$ cat src/npcm_pkg.sv
// ----------------------------------------------------------------------------
// npcm_pkg
// Shared types and constants for the nearest palette color match block: the
// fixed palette, the Q16 score limit and the candidate word between stages.
// ----------------------------------------------------------------------------
`default_nettype none

package npcm_pkg;

   localparam int PAL_MAX     = 16;
   localparam int COLOR_W     = 24;
   localparam int CHAN_W      = 8;
   localparam int INDEX_W     = 4;
   localparam int TERM_W      = 25;
   localparam int SCORE_W     = 26;
   localparam int KEY_W       = 23;
   localparam int Q16_ONE     = 65536;
   localparam int SCORE_LIMIT = 100 * Q16_ONE;

   typedef logic [COLOR_W-1:0] color_type;
   typedef logic [CHAN_W-1:0]  chan_type;
   typedef logic [INDEX_W-1:0] index_type;
   typedef logic [TERM_W-1:0]  term_type;
   typedef logic [SCORE_W-1:0] score_type;
   typedef logic [KEY_W-1:0]   key_type;

   typedef struct packed {
      logic    valid;
      key_type key;
   } cand_type;

   localparam chan_type  WINDOW_RESET = 8'd25;

   localparam color_type PAL_COLORS [PAL_MAX] = '{
      24'h000000, 24'hFFFFFF, 24'h1818B4, 24'hD8E64C,
      24'hCA29BC, 24'h36E442, 24'hC82A32, 24'h26E1D2,
      24'h025ACA, 24'h80ACDE, 24'h9494DC, 24'hECF4A5,
      24'hE49AE0, 24'h9AF2A0, 24'hE4929C, 24'h9AF8EF
   };

endpackage

`default_nettype wire

$ cat src/npcm_score.sv
// ----------------------------------------------------------------------------
// npcm_score
// Scores one color against every palette entry in parallel and registers one
// candidate word per entry. An exact match gets key zero.
// ----------------------------------------------------------------------------
`default_nettype none

module npcm_score #(
   parameter int PALETTE_ENTRIES = 16
) (
   input  wire logic                clock,
   input  wire logic                reset,
   input  wire logic                in_valid,
   input  wire npcm_pkg::color_type in_color,
   input  wire npcm_pkg::chan_type  window,
   output logic                     out_valid_ff,
   output npcm_pkg::cand_type       cand_ff [PALETTE_ENTRIES]
);
   import npcm_pkg::*;

   cand_type cand_in [PALETTE_ENTRIES];

   for (genvar i = 0; i < PALETTE_ENTRIES; i++) begin : g_entry
      term_type  term [3];
      logic [2:0] chan_ok;
      score_type score;
      logic      exact;
      logic      qualified;

      for (genvar c = 0; c < 3; c++) begin : g_chan
         localparam int CH_V      = int'(PAL_COLORS[i][CHAN_W*c +: CHAN_W]);
         localparam int RECIP_INT = (CH_V == 0) ? 0 : (Q16_ONE + CH_V / 2) / CH_V;
         localparam term_type RECIP = TERM_W'(RECIP_INT);
         localparam chan_type TGT   = CHAN_W'(CH_V);

         chan_type src;
         chan_type diff;

         assign src  = in_color[CHAN_W*c +: CHAN_W];
         assign diff = (src > TGT) ? (src - TGT) : (TGT - src);
         assign chan_ok[c] = (diff < window) && (TGT != '0);
         assign term[c] = {{(TERM_W-CHAN_W){1'b0}}, diff} * RECIP;
      end

      assign score     = SCORE_W'(term[0]) + SCORE_W'(term[1]) + SCORE_W'(term[2]);
      assign exact     = (in_color == PAL_COLORS[i]);
      assign qualified = (&chan_ok) && (score < SCORE_W'(SCORE_LIMIT));

      assign cand_in[i].valid = exact || qualified;
      assign cand_in[i].key   = exact ? '0 : score[KEY_W-1:0];
   end

   always_ff @(posedge clock) begin
      if (reset) begin
         out_valid_ff <= 1'b0;
      end else begin
         out_valid_ff <= in_valid;
      end
   end

   always_ff @(posedge clock) begin
      cand_ff <= cand_in;
   end

endmodule

`default_nettype wire

$ cat config.mk
export PLATFORM = sky130hd
export DESIGN_NAME = npcm_score
export DESIGN_NICKNAME = d
export VERILOG_FILES = /design/src/npcm_pkg.sv /design/src/npcm_score.sv
export SDC_FILE = /design/constraint.sdc
export NUM_CORES = 2
export LEC_CHECK = 0
export BUFFER_PORTS_ARGS = -buffer_cell sky130_fd_sc_hd__buf_2
export CORE_MARGIN = 3
export CORE_UTILIZATION = 50
export CTS_BUF_LIST = sky130_fd_sc_hd__clkbuf_4
export CTS_CLUSTER_SIZE = 14
export DETAILED_ROUTE_END_ITERATION = 10
export GPL_TIMING_DRIVEN = 0
export PLACE_DENSITY_LB_ADDON = 0.05
export SKIP_CTS_REPAIR_TIMING = 1
export SLEW_MARGIN = 20
export SYNTH_ARGS = -nofsm -noshare
export SYNTH_HDL_FRONTEND = slang
export SYNTH_SLANG_ARGS = --single-unit
$ cat constraint.sdc
create_clock -name clock -period 19.85 [get_ports clock]
set_input_delay 1.985 -clock clock [delete_from_list [all_inputs] [get_ports clock]]
set_output_delay 1.985 -clock clock [all_outputs]
set_load 0.02 [all_outputs]
==> run metrics <==
# rows=145; pin count of the biggest net entering global routing=44; post-synth cell types=93; CTS Buf Count=82; fillers=14803; Synth area leaders=ha_1 (31%), fa_1 (23%), inv_1 (9.8%); non-filler instance count after layout=11574; via count=61579; Total GRT Usage=0.307; die height=404 um; via/cell ratio=5.32; gr ovfl total=0; DIE AREA=163000 um2; post-layout util=0.547; # clock sinks=312; post-synth top area share=0.312; Slew Limit Fails=0; Slowest-stage cell, CP=xnor2_1; RSZ-0062 raised after global routing=no; Final period util=0.688; initial antenna violation count=24; final wirelength=248 mm; routed length per instance=21.4 um; most numerous cell in the Yosys netlist=inv_1; GP Congestion=1.01; sum of negative setup slack=0 ns; Critical Path RT=20.78 ns; first-pass iteration count of the detailed router=6; gate count after technology mapping=8904; Die Span X=404 um; Syn. warnings=0; Setup crit end kind=register; clock root cell=clkbuf_4; asr flop ratio synth=0; DP HPWL=212 mm; hold slack=1.10 ns; Post-Synthesis Cell Area=79200 um2; Initial Util=0.505; synthesized area per cell=8.89 um2; DRC Markers=0; Clock transition at path regs=0.07 ns; worst-margin pin slew=1.24 ns; Post-synth top cells=inv_1 (2060), ha_1 (1976), fa_1 (912); final hold vios=0; placed insts=11411; FMAX=0.0732 GHz; CP max stage delay=0.85 ns; max-cap violation count=0; Clock Tree Buf Depth=3; CTS tree=built; number of global-route vias before repair=63249; Worst Path Max Fanout=17; CP top delay family=adder cells; Worst slew margin=0.176; min cycle time layout=13.66 ns; share of cells above drive strength 1=0.0812; endpoints failing setup=0; WP buf/inv=8; CP arrival=14.58 ns; cell mode on critical path=fa_1; crit path launch type=input port; H-Tree Depth=3; register area share after synthesis=0.0789; DR iter-0 viols=3659; commonest register cell after synthesis=dfxtp_1; outcome=finished, final reports clean; Yosys top cell by area=ha_1; post-route ant nets=0; kind of critical path=in2reg; first-pass GRT wire length=379 mm; IO Pins=420; post-synthesis register bit count=312; Core ar.=157000 um2; number of I/O port buffers=345; Hold/Removal Path Class=in2reg; Area Overhead vs Synth=8.23%; fin nets=12361; EDFF count, synth=0
path summary, 6_finish.rpt:
check | end | start | cells past startpoint
worst max-delay path | cand_ff[88] | in_color[19] | 38
worst min-delay path | out_valid_ff | reset | 2
state kept, by name, indices dropped and copies added, names as in the netlist:
| register | flops |
|---|---|
| out_valid_ff | 1 |
| cand_ff | 311 |
metrics by stage:
stage | cell area [um2] | setup WS (ns)
after floorplan | 79500 | 8.52
after global placement | 83800 | 2.93
after detailed placement | 84600 | 5.37
after CTS | 85600 | 6.59
after global routing | 85700 | 5.98
final | 85700 | 6.19
layout make-up:
type,count,area [um2],share of cell area
Sequential cell,312,6250,0.0729
Buffer,206,1080,0.0126
Clock inverter,34,180,0.00210
Inverter,2074,7800,0.0911
Timing Repair Buffer,378,2240,0.0261
Multi-Input combinational cell,6384,64700,0.755
Antenna cell,17,42.5,0.000496
Tap cell,2058,2570,0.0300
Clock buffer,111,833,0.00972
logic make-up (layout without fill, tap and decap cells):
kind of cell / after synthesis / count (layout) / synth area share
adder cells (fa/ha/maj): 2888 / 2888 / 0.543
buffers and inverters: 2280 / 2803 / 0.112
AND/OR/NAND/NOR: 1447 / 1447 / 0.0865
AO/OA/AOI/OAI: 1323 / 1323 / 0.106
XOR/XNOR: 558 / 558 / 0.0618
flip-flops: 312 / 312 / 0.0789
multiplexers: 95 / 95 / 0.0124
other: 1 / 90 / 0.0000474
cell usage in the layout (no fill, tap or decap), types with 56 or more instances in the layout:
master / count
nand3_1: 82
nor3_1: 113
clkbuf_1: 89
o21a_1: 56
nor2_1: 541
fa_1: 912
o21bai_1: 59
ha_1: 1973
nand2b_1: 103
a21o_1: 191
xnor2_1: 366
clkbuf_4: 112
conb_1: 73
nor2b_1: 157
xor2_1: 164
o21ai_0: 276
inv_1: 2050
mux2i_1: 61
buf_4: 81
nand2_1: 282
buf_2: 363
dfxtp_1: 312
a21oi_1: 416
routing by layer:
layer  GRT usage  up-vias  share of wire  routed length [um]
met5           0        -        0.00019                  48
met4       0.120        8          0.042               10400
met3      0.0451      363          0.058               14400
met2       0.492     1578           0.44              110000
met1       0.418    29927           0.45              113000
li1            -    29703              -                   -
Power is not shown: default switching activity piles up to over one toggle a cycle in this logic, so the estimate is an artifact.
