==> config.mk <==
export PLATFORM = sky130hd
export DESIGN_NAME = npcm_select
export DESIGN_NICKNAME = d
export VERILOG_FILES = /design/src/npcm_pkg.sv /design/src/npcm_select.sv
export SDC_FILE = /design/constraint.sdc
export NUM_CORES = 1
export LEC_CHECK = 0
export BUFFER_PORTS_ARGS = -buffer_cell sky130_fd_sc_hd__buf_2
export CAP_MARGIN = 20
export CORE_MARGIN = 3
export CORE_UTILIZATION = 45
export DETAILED_ROUTE_END_ITERATION = 7
export PLACE_DENSITY = 0.73
export SLEW_MARGIN = 20
export SYNTH_ARGS = -nofsm -noshare
export SYNTH_HDL_FRONTEND = slang
export SYNTH_SLANG_ARGS = --single-unit
==> constraint.sdc <==
create_clock -name clock -period 29.2 [get_ports clock]
set_input_delay 0 -clock clock [delete_from_list [all_inputs] [get_ports clock]]
set_output_delay 0 -clock clock [all_outputs]
set_load 0.05 [all_outputs]
==> src/npcm_pkg.sv <==
// ----------------------------------------------------------------------------
// npcm_pkg
// Shared types and constants for the nearest palette color match block: the
// fixed palette, the Q16 score limit and the candidate word between stages.
// ----------------------------------------------------------------------------
`default_nettype none

package npcm_pkg;

   localparam int PAL_MAX     = 16;
   localparam int COLOR_W     = 24;
   localparam int CHAN_W      = 8;
   localparam int INDEX_W     = 4;
   localparam int TERM_W      = 25;
   localparam int SCORE_W     = 26;
   localparam int KEY_W       = 23;
   localparam int Q16_ONE     = 65536;
   localparam int SCORE_LIMIT = 100 * Q16_ONE;

   typedef logic [COLOR_W-1:0] color_type;
   typedef logic [CHAN_W-1:0]  chan_type;
   typedef logic [INDEX_W-1:0] index_type;
   typedef logic [TERM_W-1:0]  term_type;
   typedef logic [SCORE_W-1:0] score_type;
   typedef logic [KEY_W-1:0]   key_type;

   typedef struct packed {
      logic    valid;
      key_type key;
   } cand_type;

   localparam chan_type  WINDOW_RESET = 8'd25;

   localparam color_type PAL_COLORS [PAL_MAX] = '{
      24'h000000, 24'hFFFFFF, 24'h1818B4, 24'hD8E64C,
      24'hCA29BC, 24'h36E442, 24'hC82A32, 24'h26E1D2,
      24'h025ACA, 24'h80ACDE, 24'h9494DC, 24'hECF4A5,
      24'hE49AE0, 24'h9AF2A0, 24'hE4929C, 24'h9AF8EF
   };

endpackage

`default_nettype wire

==> src/npcm_select.sv <==
// ----------------------------------------------------------------------------
// npcm_select
// Picks the lowest key among the candidate words through a comparison tree,
// the lower index winning a tie, and registers the result word.
// ----------------------------------------------------------------------------
`default_nettype none

module npcm_select #(
   parameter int PALETTE_ENTRIES = 16
) (
   input  wire logic                clock,
   input  wire logic                reset,
   input  wire logic                in_valid,
   input  wire npcm_pkg::cand_type  cand [PALETTE_ENTRIES],
   output logic                     rsp_valid_ff,
   output npcm_pkg::index_type      rsp_index_ff,
   output npcm_pkg::color_type      rsp_color_ff
);
   import npcm_pkg::*;

   cand_type  leaf [PAL_MAX];
   cand_type  node [2*PAL_MAX];
   index_type node_idx [2*PAL_MAX];
   index_type best_idx;

   for (genvar n = 0; n < PAL_MAX; n++) begin : g_leaf
      if (n < PALETTE_ENTRIES) begin : g_used
         assign leaf[n] = cand[n];
      end else begin : g_unused
         assign leaf[n] = '0;
      end
   end

   always_comb begin
      node[0]     = '0;
      node_idx[0] = '0;
      for (int n = 0; n < PAL_MAX; n++) begin
         node[PAL_MAX+n]     = leaf[n];
         node_idx[PAL_MAX+n] = INDEX_W'(n);
      end
      for (int n = PAL_MAX - 1; n >= 1; n--) begin
         if (node[2*n+1].valid && (!node[2*n].valid || node[2*n+1].key < node[2*n].key)) begin
            node[n]     = node[2*n+1];
            node_idx[n] = node_idx[2*n+1];
         end else begin
            node[n]     = node[2*n];
            node_idx[n] = node_idx[2*n];
         end
      end
   end

   assign best_idx = node[1].valid ? node_idx[1] : '0;

   always_ff @(posedge clock) begin
      if (reset) begin
         rsp_valid_ff <= 1'b0;
      end else begin
         rsp_valid_ff <= in_valid;
      end
   end

   always_ff @(posedge clock) begin
      rsp_index_ff <= best_idx;
      rsp_color_ff <= PAL_COLORS[best_idx];
   end

endmodule

`default_nettype wire

==> results of run 1 <==
[synth_stat cells, drive strengths merged (5+ instances only)]
cell,n,area share
a31oi,14,0.0065
or2,11,0.0051
o21a,19,0.011
and4,6,0.0039
nand3,36,0.013
and2,6,0.0028
o21ai,148,0.055
or3,8,0.0037
ha,338,0.32
nor2b,7,0.0033
nor2,241,0.068
mux2,46,0.039
o22ai,5,0.0023
nand2,173,0.049
buf,9,0.0032
nand4,60,0.028
o211ai,18,0.010
clkbuf,50,0.014
a211o,11,0.0072
a21o,47,0.026
a21boi,5,0.0028
dfxtp,29,0.043
and3,11,0.0051
inv,223,0.062
a2111oi,6,0.0049
mux2i,24,0.018
nor3,29,0.012
a21oi,274,0.10
o21bai,5,0.0031
a211oi,28,0.017
nor4,16,0.0086
nand2b,20,0.0093
[metal layers]
metal	vias up	share of wire	wire (µm)
met3	83	0.073	3578
met1	7311	0.45	21970
met5	-	0	0
met2	676	0.46	22590
met4	0	0.022	1095
li1	7973	-	-
[worst max path at each step]
stage,from,end,slack [ps]
2_1_floorplan,cand[189],rsp_color_ff[20],19240
3_3_place_gp,cand[381],rsp_color_ff[11],17310
5_1_grt,cand[261],rsp_color_ff[11],16160
6_report,cand[238],rsp_color_ff[6],17140
3_5_place_dp,cand[381],rsp_color_ff[11],16990
4_1_cts,cand[381],rsp_color_ff[11],17230
[flip-flops by register name, indices dropped and copies added (netlist names)]
name / cells
rsp_index_ff: 4
rsp_valid_ff: 1
rsp_color_ff: 24
[cells by family after synthesis]
kind of cell,after synthesis,share of synthesized area
compound gates,636,0.2876
fa+ha+maj,338,0.3153
buf+inv,282,0.07958
flops,29,0.04329
mux,70,0.05654
simple gates,633,0.2177
[cell type report]
| class | instances | area, µm² |
|---|---|---|
| antenna | 2 | 5.005 |
| clock buffer | 7 | 142.6 |
| fill | 2902 | 13010 |
| inverter | 223 | 837.1 |
| multi-input combinational | 1677 | 11790 |
| sequential | 29 | 580.6 |
| tap | 384 | 480.5 |
| timing repair buffer | 427 | 2172 |
[report_power, final]
part	switching (W)	total, W	internal (W)
sequential	0.00000546	0.0000723	0.0000668
combinational	0.000575	0.000890	0.000315
clock	0.0000154	0.0000487	0.0000332
total	0.000596	0.00101	0.000415
[critical path: cells and delay by family]
| family | cells | cell delay, ps |
|---|---|---|
| AO/OA/AOI/OAI | 21 | 4650 |
| adder cells (fa/ha/maj) | 5 | 1600 |
| buffers and inverters | 6 | 1370 |
| multiplexers | 1 | 430 |
| AND/OR/NAND/NOR | 15 | 4190 |
[through the flow]
step           hold slack (ps)  instance area, µm²
3_5_place_dp             165.2               15840
2_1_floorplan            71.61               13410
4_1_cts                  493.2               16000
3_3_place_gp             158.4               15840
6_report                 493.7               16000
5_1_grt                  516.0               16000
[repair_timing]
action	in CTS	in global routing
resized for setup	0	0
hold buffers	2	0
hold endpoints to repair	1	0
==> impl_metrics.tcl, run 1 <==
set metrics [dict create \
    dp_worst_setup_slack_ps 16990 \
    finalSetupViolCount 0 \
    async_reset_ff_frac 0 \
    synthCells 1988 \
    fin_ws_ps 17140 \
    cts_setup_buffers 0 \
    gr-usage-met3 0.03214 \
    dr.pass1.iters 6 \
    layout.cells.non_filler 2749 \
    vdd_drop_max_mv 0.05303 \
    cpPeakStageDelay_ps 600 \
    clockRootBuffer "clkbuf_16" \
    final_cell_mix "buf_2 (415), ha_1 (338), a21oi_1 (272), nor2_1 (240), inv_1 (221)" \
    syn_area_um2 13410 \
    die_area_um2 31910 \
    post-route-util 0.5516 \
    layout_min_cycle_time_ps 12060 \
    synth_enable_flop_cells 0 \
    yosysUniqueCellTypes 80 \
    placed_cells 2738 \
    arrival_ps 12260 \
    worstMarginPinSlew_ps 850.8 \
    rsz0062_at_grt "false" \
    drive_above_1_share 0.2175 \
    grt_pass1_vias 14870 \
    finalMaxSlewViolations 0 \
    grt_max_degree 46 \
    grt_util_met2 0.4945 \
    tns_ps 0 \
    holdCritPathClass "in -> reg" \
    finish.net_count 3088 \
    crit_top_cell "ha_1" \
    row_count 62 \
    grt_use_total 0.2888 \
    chipWidth_um 178.6 \
    fp.coreArea_um2 29010 \
    critPathCaptureType "register" \
    finalCritPeriodShare 0.4130 \
    status "completed" \
    max-cap-violations 0 \
    ys_warn_count 0 \
    power_w 0.001011 \
    crit_required_ps 29400 \
    cts_inserted_buffers 5 \
    die_h_um 178.6 \
    antenna_left 0 \
    clkSinkCount 29 \
    hp-start "in_valid" \
    critPathMaxFanout 33 \
    holdPathStages 3 \
    wl_per_cell_um 17.91 \
    cpMaxStageDelayCell "nor3_4" \
    viasPerCell 5.836 \
    dp_hpwl_mm 43.68 \
    fmax_ghz 0.08293 \
    cts_tree "done" \
    yosysSeqAreaShare 0.04329 \
    power.density_nw_per_um2 63.19 \
    clk_pin_slew_ps 50 \
    max-slew-margin-rel 0.4275 \
    ys_ff_latch 29 \
    floorplan.initialDensity 0.4623 \
    hold_viol_final 0 \
    syn-num-nets 2713 \
    grt_overflow 0 \
    port-buffer-count 415 \
    cts_buffer_depth 2 \
    whs_endpoint "rsp_valid_ff" \
    routabilityCongestion 0.9714 \
    drc 0 \
    wl_mm 49.23 \
    drt_iter0_drc 1237 \
    top_usage_layer "met2" \
    synthFlopType "dfxtp_1" \
    leakage_nw 8.666 \
    use_met1 0.3885 \
    area_delta_synth_final_pct 19.33 \
    setup.worst_path.class "in -> reg" \
    ios 416 \
    vias 16040 \
    antenna_found_initial 0 \
    critPathLaunchType "primary input" \
    ctsHtreeMaxLevel 2 \
    synth.avg_cell_area_um2 6.746 \
    final_common_cell "buf_2" \
    grt_pass1_wl_mm 75.05 \
]
Power figures use the tool's default switching activity.
==> run 2, diff against run 1 <==
--- a/config.mk
+++ b/config.mk
@@ -5,6 +5,7 @@
 export SDC_FILE = /design/constraint.sdc
 export NUM_CORES = 1
 export LEC_CHECK = 0
+export ABC_AREA = 1
 export BUFFER_PORTS_ARGS = -buffer_cell sky130_fd_sc_hd__buf_2
 export CAP_MARGIN = 20
 export CORE_MARGIN = 3
==> constraint.sdc (replaced) <==
create_clock -name clock -period 11.1 [get_ports clock]
set_input_delay 0 -clock clock [delete_from_list [all_inputs] [get_ports clock]]
set_output_delay 0 -clock clock [all_outputs]
set_load 0.05 [all_outputs]
==> run 2 against run 1 <==
Net effect:
- hold slack better by 2.5 ps
- critical path type unchanged
- routed wire length down 13%
- sequential cell count did not move
- die area shrank 4.3%
- largest power group unchanged
- non-clock buffer count down 4
==> impl_metrics.tcl, run 2 <==
set metrics [dict create \
    status "completed" \
    crit_top_cell "nand2_1" \
    yosysSeqAreaShare 0.04532 \
    finalMaxSlewViolations 0 \
    die_h_um 174.7 \
    synthFlopType "dfxtp_1" \
    power.density_nw_per_um2 144.2 \
    die_area_um2 30530 \
    power.internal_w 0.0008767 \
    synth_area_leaders "ha_1 (33%), nand2_1 (21%), o21ai_0 (12%), inv_1 (8.4%), a21oi_1 (7.1%)" \
    ys_warn_count 0 \
    n_antenna_cell 0 \
    fillCellCount 2910 \
    regArea_um2 580.6 \
    dpl_cell_area_um2 15150 \
    clkSinkCount 29 \
    dr.pass1.iters 6 \
    wl_mm 42.90 \
    grt_pass1_vias 14310 \
    grt_pass1_wl_mm 67.04 \
    post-route-util 0.5496 \
    critPathLaunchType "primary input" \
    setup.worst_path.class "in -> reg" \
    grt_use_total 0.2631 \
    synth_enable_flop_cells 0 \
    postLayoutCellArea_um2 15350 \
    grt_overflow 0 \
    leakage_nw 9.211 \
    worstMarginPinSlew_ps 769.4 \
    synth_top_area_share 0.3301 \
    critPathMaxFanout 47 \
    port-buffer-count 415 \
    fmax_ghz 0.1117 \
    area_delta_synth_final_pct 19.86 \
    multi_input_area_um2 10880 \
    cts.repair.resized 0 \
    p_comb_frac 0.855 \
    dp_hpwl_mm 38.46 \
    arrival_ps 9110 \
    yosysUniqueCellTypes 35 \
    ctsHtreeMaxLevel 2 \
    async_reset_ff_frac 0 \
    wl_per_cell_um 14.44 \
    finalCritPeriodShare 0.8066 \
    routabilityCongestion 0.9584 \
    synthCells 2224 \
    cts_inserted_buffers 5 \
    drc 0 \
    sw_frac_of_total 0.6041 \
    finish.net_count 3316 \
    viasPerCell 5.148 \
    tns_ps 0 \
    grt_max_degree 51 \
    crit_required_ps 11250 \
    final_common_cell "nand2_1" \
    top_regs "rsp_color_ff x24, rsp_index_ff x4, rsp_valid_ff x1" \
    antenna_found_initial 1 \
    clk_pin_slew_ps 50 \
    row_count 61 \
    syn_area_um2 12810 \
    antenna_left 0 \
    cpMaxStageDelayCell "o21ai_0" \
    ys_ff_latch 29 \
    rsz0062_at_grt "false" \
    cpPeakStageDelay_ps 590 \
    ios 416 \
    largest-register "rsp_color_ff" \
    drt_iter0_drc 975 \
    floorplan.initialDensity 0.4586 \
    cts_tree "done" \
    yosysMostFrequentCell "nand2_1" \
    max-cap-violations 0 \
    fp.coreArea_um2 27930 \
    max-slew-margin-rel 0.4852 \
    synth_common_cells "nand2_1 (727), ha_1 (338), o21ai_0 (298)" \
    syn-num-nets 2949 \
    vdd_drop_max_mv 0.1258 \
    hold_viol_final 0 \
    synth.avg_cell_area_um2 5.760 \
    cts_buffer_depth 2 \
    pwr-share-clk 0.062 \
    finalSetupViolCount 0 \
    chipWidth_um 174.7 \
    largest_reg_flops 24 \
    power_switching_w 0.001338 \
    vias 15290 \
    holdCritPathClass "in -> reg" \
    final_cell_mix "nand2_1 (727), buf_2 (415), ha_1 (338), o21ai_0 (298), inv_1 (284)" \
    clockRootBuffer "clkbuf_16" \
    layout_min_cycle_time_ps 8953 \
    drive_above_1_share 0.1786 \
    p_seq_frac 0.083 \
    critPathCaptureType "register" \
    yosysTopAreaCell "ha_1" \
]
-- run 2: cell count changes after synthesis, moves of 24 or more --
cell	before	now
mux2_2	46	0
a21o_1	47	15
inv_1	221	285
a21oi_1	273	181
o21ai_0	138	298
mux2i_1	24	0
nor2_1	240	148
nand2_1	172	727
nor3_1	27	0
nand4_1	60	19
-- run 2: area by class of cell --
| cell class | instances | share of cell area |
|---|---|---|
| clock buffer | 7 | 0.009942 |
| sequential | 29 | 0.03781 |
| inverter | 292 | 0.07139 |
| multi-input combinational | 1840 | 0.7089 |
| clock inverter | 1 | 0.0003260 |
| timing repair buffer | 423 | 0.1408 |
| tap | 378 | 0.03080 |
-- run 2: worst paths after layout --
check     start              end  slack, ps  cells past startpoint
min    in_valid     rsp_valid_ff        500                      4
max    cand[86]  rsp_color_ff[5]       2150                     54
-- run 2: logic make-up (layout without fill, tap and decap cells) --
group                      Yosys count  count (layout)  share of synthesized area
buffers and inverters              355             723                     0.1050
adders and majority gates          338             338                     0.3301
and+or+nand+nor                    980             980                     0.3069
DFF                                 29              29                    0.04532
AOI/OAI and AO/OA                  522             522                     0.2126
-- run 2: power groups by stage --
| stage | combinational [W] | clock [W] | sequential, W |
|---|---|---|---|
| floorplan | 0.00122 | 0 | 0.000362 |
| global placement | 0.00185 | 0 | 0.000187 |
| detailed placement | 0.00187 | 0 | 0.000187 |
| CTS | 0.00188 | 0.000138 | 0.000185 |
| global route | 0.00215 | 0.000144 | 0.000190 |
| finish | 0.00189 | 0.000136 | 0.000185 |
-- run 2: critical path, delay by kind of cell --
| kind | cells | cell delay, ps |
|---|---|---|
| and+or+nand+nor | 31 | 3690 |
| AOI/OAI and AO/OA | 13 | 2280 |
| adders and majority gates | 5 | 1740 |
| buffers and inverters | 5 | 1360 |
-- run 2: stage by stage --
stage | hold slack (ps) | setup slack (ps) | std cells | total power [W]
4_1_cts | 506.3 | 1541 | 2969 | 0.002208
3_5_place_dp | 177.5 | 1311 | 2959 | 0.002058
5_1_grt | 543.6 | 993.0 | 2970 | 0.002487
6_report | 496.2 | 2147 | 2970 | 0.002214
3_3_place_gp | 162.6 | 1383 | 2959 | 0.002038
2_1_floorplan | 71.18 | 3700 | 2224 | 0.001585
-- run 2: routing by layer --
metal  track usage  vias up  part of all wire
li1              -     8076                 -
met1        0.3345     6659              0.43
met2        0.4754      480              0.48
met3       0.03042       76             0.063
met4       0.05951        0             0.023
met5             0        -                 0
-- run 2: timing repair --
action | 4_1_cts | 5_1_grt
setup buffers | 0 | 0
endpoints found under the hold margin | 1 | 0
hold buffers | 2 | 0
==> run 3, diff against run 2 <==
--- a/config.mk
+++ b/config.mk
@@ -11,7 +11,7 @@
 export CORE_MARGIN = 3
 export CORE_UTILIZATION = 45
 export DETAILED_ROUTE_END_ITERATION = 7
-export PLACE_DENSITY = 0.73
+export PLACE_DENSITY = 0.76
 export SLEW_MARGIN = 20
 export SYNTH_ARGS = -nofsm -noshare
 export SYNTH_HDL_FRONTEND = slang
==> constraint.sdc (replaced) <==
create_clock -name clock -period 7.62 [get_ports clock]
set_input_delay 0 -clock clock [delete_from_list [all_inputs] [get_ports clock]]
set_output_delay 0 -clock clock [all_outputs]
set_load 0.05 [all_outputs]
==> run 3 against run 2 <==
Net effect:
- setup slack worse by 1700 ps
- highest routed layer is now met5
- critical path depth grew 4
- sequential share of layout area fell by 0.32 points
- die area unchanged
- hold slack better by 3.5 ps
- cell area up 9.3%
==> impl_metrics.tcl, run 3 (synthesis results as in run 2) <==
set metrics [dict create \
    dp_hpwl_mm 39.86 \
    cpMaxStageDelayCell "or4_1" \
    die_area_um2 30530 \
    grt_pass1_wl_mm 70.10 \
    grt_overflow 0 \
    finish.net_count 3396 \
    startpoint "cand[50]" \
    top_regs "rsp_color_ff x24, rsp_index_ff x4, rsp_valid_ff x1" \
    drt_iter0_drc 1040 \
    fillCellCount 2766 \
    clk_pin_slew_ps 50 \
    clockRootBuffer "clkbuf_16" \
    cts_inserted_buffers 5 \
    floorplan.initialDensity 0.4586 \
    largest_reg_flops 24 \
    port-buffer-count 415 \
    dp_worst_setup_slack_ps -280.8 \
    antenna_found_initial 1 \
    critPathMaxFanout 19 \
    drive_above_1_share 0.2415 \
    holdPathStages 4 \
    drc 0 \
    grt_pass1_vias 14930 \
    placed_cells 3010 \
    largest-register "rsp_color_ff" \
    max-cap-violations 0 \
    multi_input_area_um2 11480 \
    final_cell_mix "nand2_1 (714), buf_2 (415), ha_1 (335), inv_1 (281), o21ai_0 (222)" \
    ios 416 \
    status "completed" \
    ctsHtreeMaxLevel 2 \
    regArea_um2 580.6 \
    clkSinkCount 29 \
    chipWidth_um 174.7 \
    use_met1 0.3459 \
    arrival_ps 7330 \
    dpl_cell_area_um2 15640 \
    leakage_nw 9.799 \
    whs_endpoint "rsp_valid_ff" \
    critPathLaunchType "primary input" \
    gr-usage-met3 0.03716 \
    cpPeakStageDelay_ps 510 \
    wl_mm 46.53 \
    finalMaxSlewViolations 0 \
    grt_max_degree 47 \
    power.density_nw_per_um2 218.5 \
    critPathCaptureType "register" \
    top_usage_layer "met2" \
    crit_top_cell "nand2_1" \
    viasPerCell 5.294 \
    dr.pass1.iters 8 \
    cts_buffer_depth 2 \
    vdd_drop_max_mv 0.1966 \
    layout.cells.non_filler 3049 \
    n_antenna_cell 0 \
    die_h_um 174.7 \
    max-slew-margin-rel 0.5987 \
    layout_min_cycle_time_ps 7157 \
    finalSetupViolCount 0 \
    final_common_cell "nand2_1" \
    antenna_left 0 \
    setup.worst_path.class "in -> reg" \
    fmax_ghz 0.1397 \
    grt_use_total 0.2753 \
    vias 16140 \
    worstMarginPinSlew_ps 595.6 \
    fin_ws_ps 463.0 \
    row_count 61 \
    crit_required_ps 7790 \
    finalCritPeriodShare 0.9392 \
    cts_tree "done" \
    area_delta_synth_final_pct 30.99 \
    hp-start "in_valid" \
    postLayoutCellArea_um2 16780 \
    routabilityCongestion 0.9866 \
    wl_per_cell_um 15.26 \
    holdCritPathClass "in -> reg" \
    fin_hold_ws_ps 499.7 \
    hold_viol_final 0 \
    grt_util_met2 0.4966 \
    fp.coreArea_um2 27930 \
]
run 3: area by class of cell:
| cell class | count | share of cell area |
|---|---|---|
| clock buffer | 7 | 0.008501 |
| inverter | 292 | 0.06569 |
| multi-input combinational | 1847 | 0.6844 |
| sequential | 29 | 0.03460 |
| tap | 378 | 0.02819 |
| timing repair buffer | 495 | 0.1781 |
| timing repair inverter | 1 | 0.0004474 |
run 3: where the power goes:
group / switching (W) / total [W] / internal (W)
sequential: 0.0000191 / 0.000271 / 0.000252
clock: 0.0000604 / 0.000188 / 0.000127
combinational: 0.00203 / 0.00321 / 0.00118
run 3: how the worst max path moves through the flow:
stage | endpoint | depth (start not counted)
2_1_floorplan | rsp_color_ff[5] | 61
3_3_place_gp | rsp_color_ff[11] | 58
3_5_place_dp | rsp_color_ff[5] | 58
4_1_cts | rsp_color_ff[5] | 58
5_1_grt | rsp_color_ff[2] | 60
6_report | rsp_color_ff[9] | 58
run 3: per-stage QoR:
stage | power (W) | setup TNS, ps | utilization
global route | 0.004084 | -366.8 | 0.6007
finish | 0.003667 | 0 | 0.6007
CTS | 0.003438 | 0 | 0.5658
floorplan | 0.002309 | 0 | -
detailed placement | 0.003233 | -5084 | 0.5600
global placement | 0.003178 | -4619 | 0.5600
run 3: layer usage:
metal,wire length (µm),vias up
li1,-,8257
met5,13,-
met2,22320,611
met1,19490,7185
met3,3514,87
met4,1190,2
run 3: timing repair:
item | 4_1_cts | 5_1_grt
pin swaps | 0 | 31
setup endpoints to repair | 6 | 28
resized for setup | 1 | 222
hold buffers | 2 | 0
gates cloned | 0 | 16
setup buffers | 0 | 14
endpoints found under the hold margin | 1 | 0
run 3: critical path: cells and delay by family:
| kind | cells | cell delay, ps |
|---|---|---|
| fa+ha+maj | 5 | 1460 |
| buf+inv | 9 | 1100 |
| compound gates | 15 | 1890 |
| simple gates | 29 | 2880 |
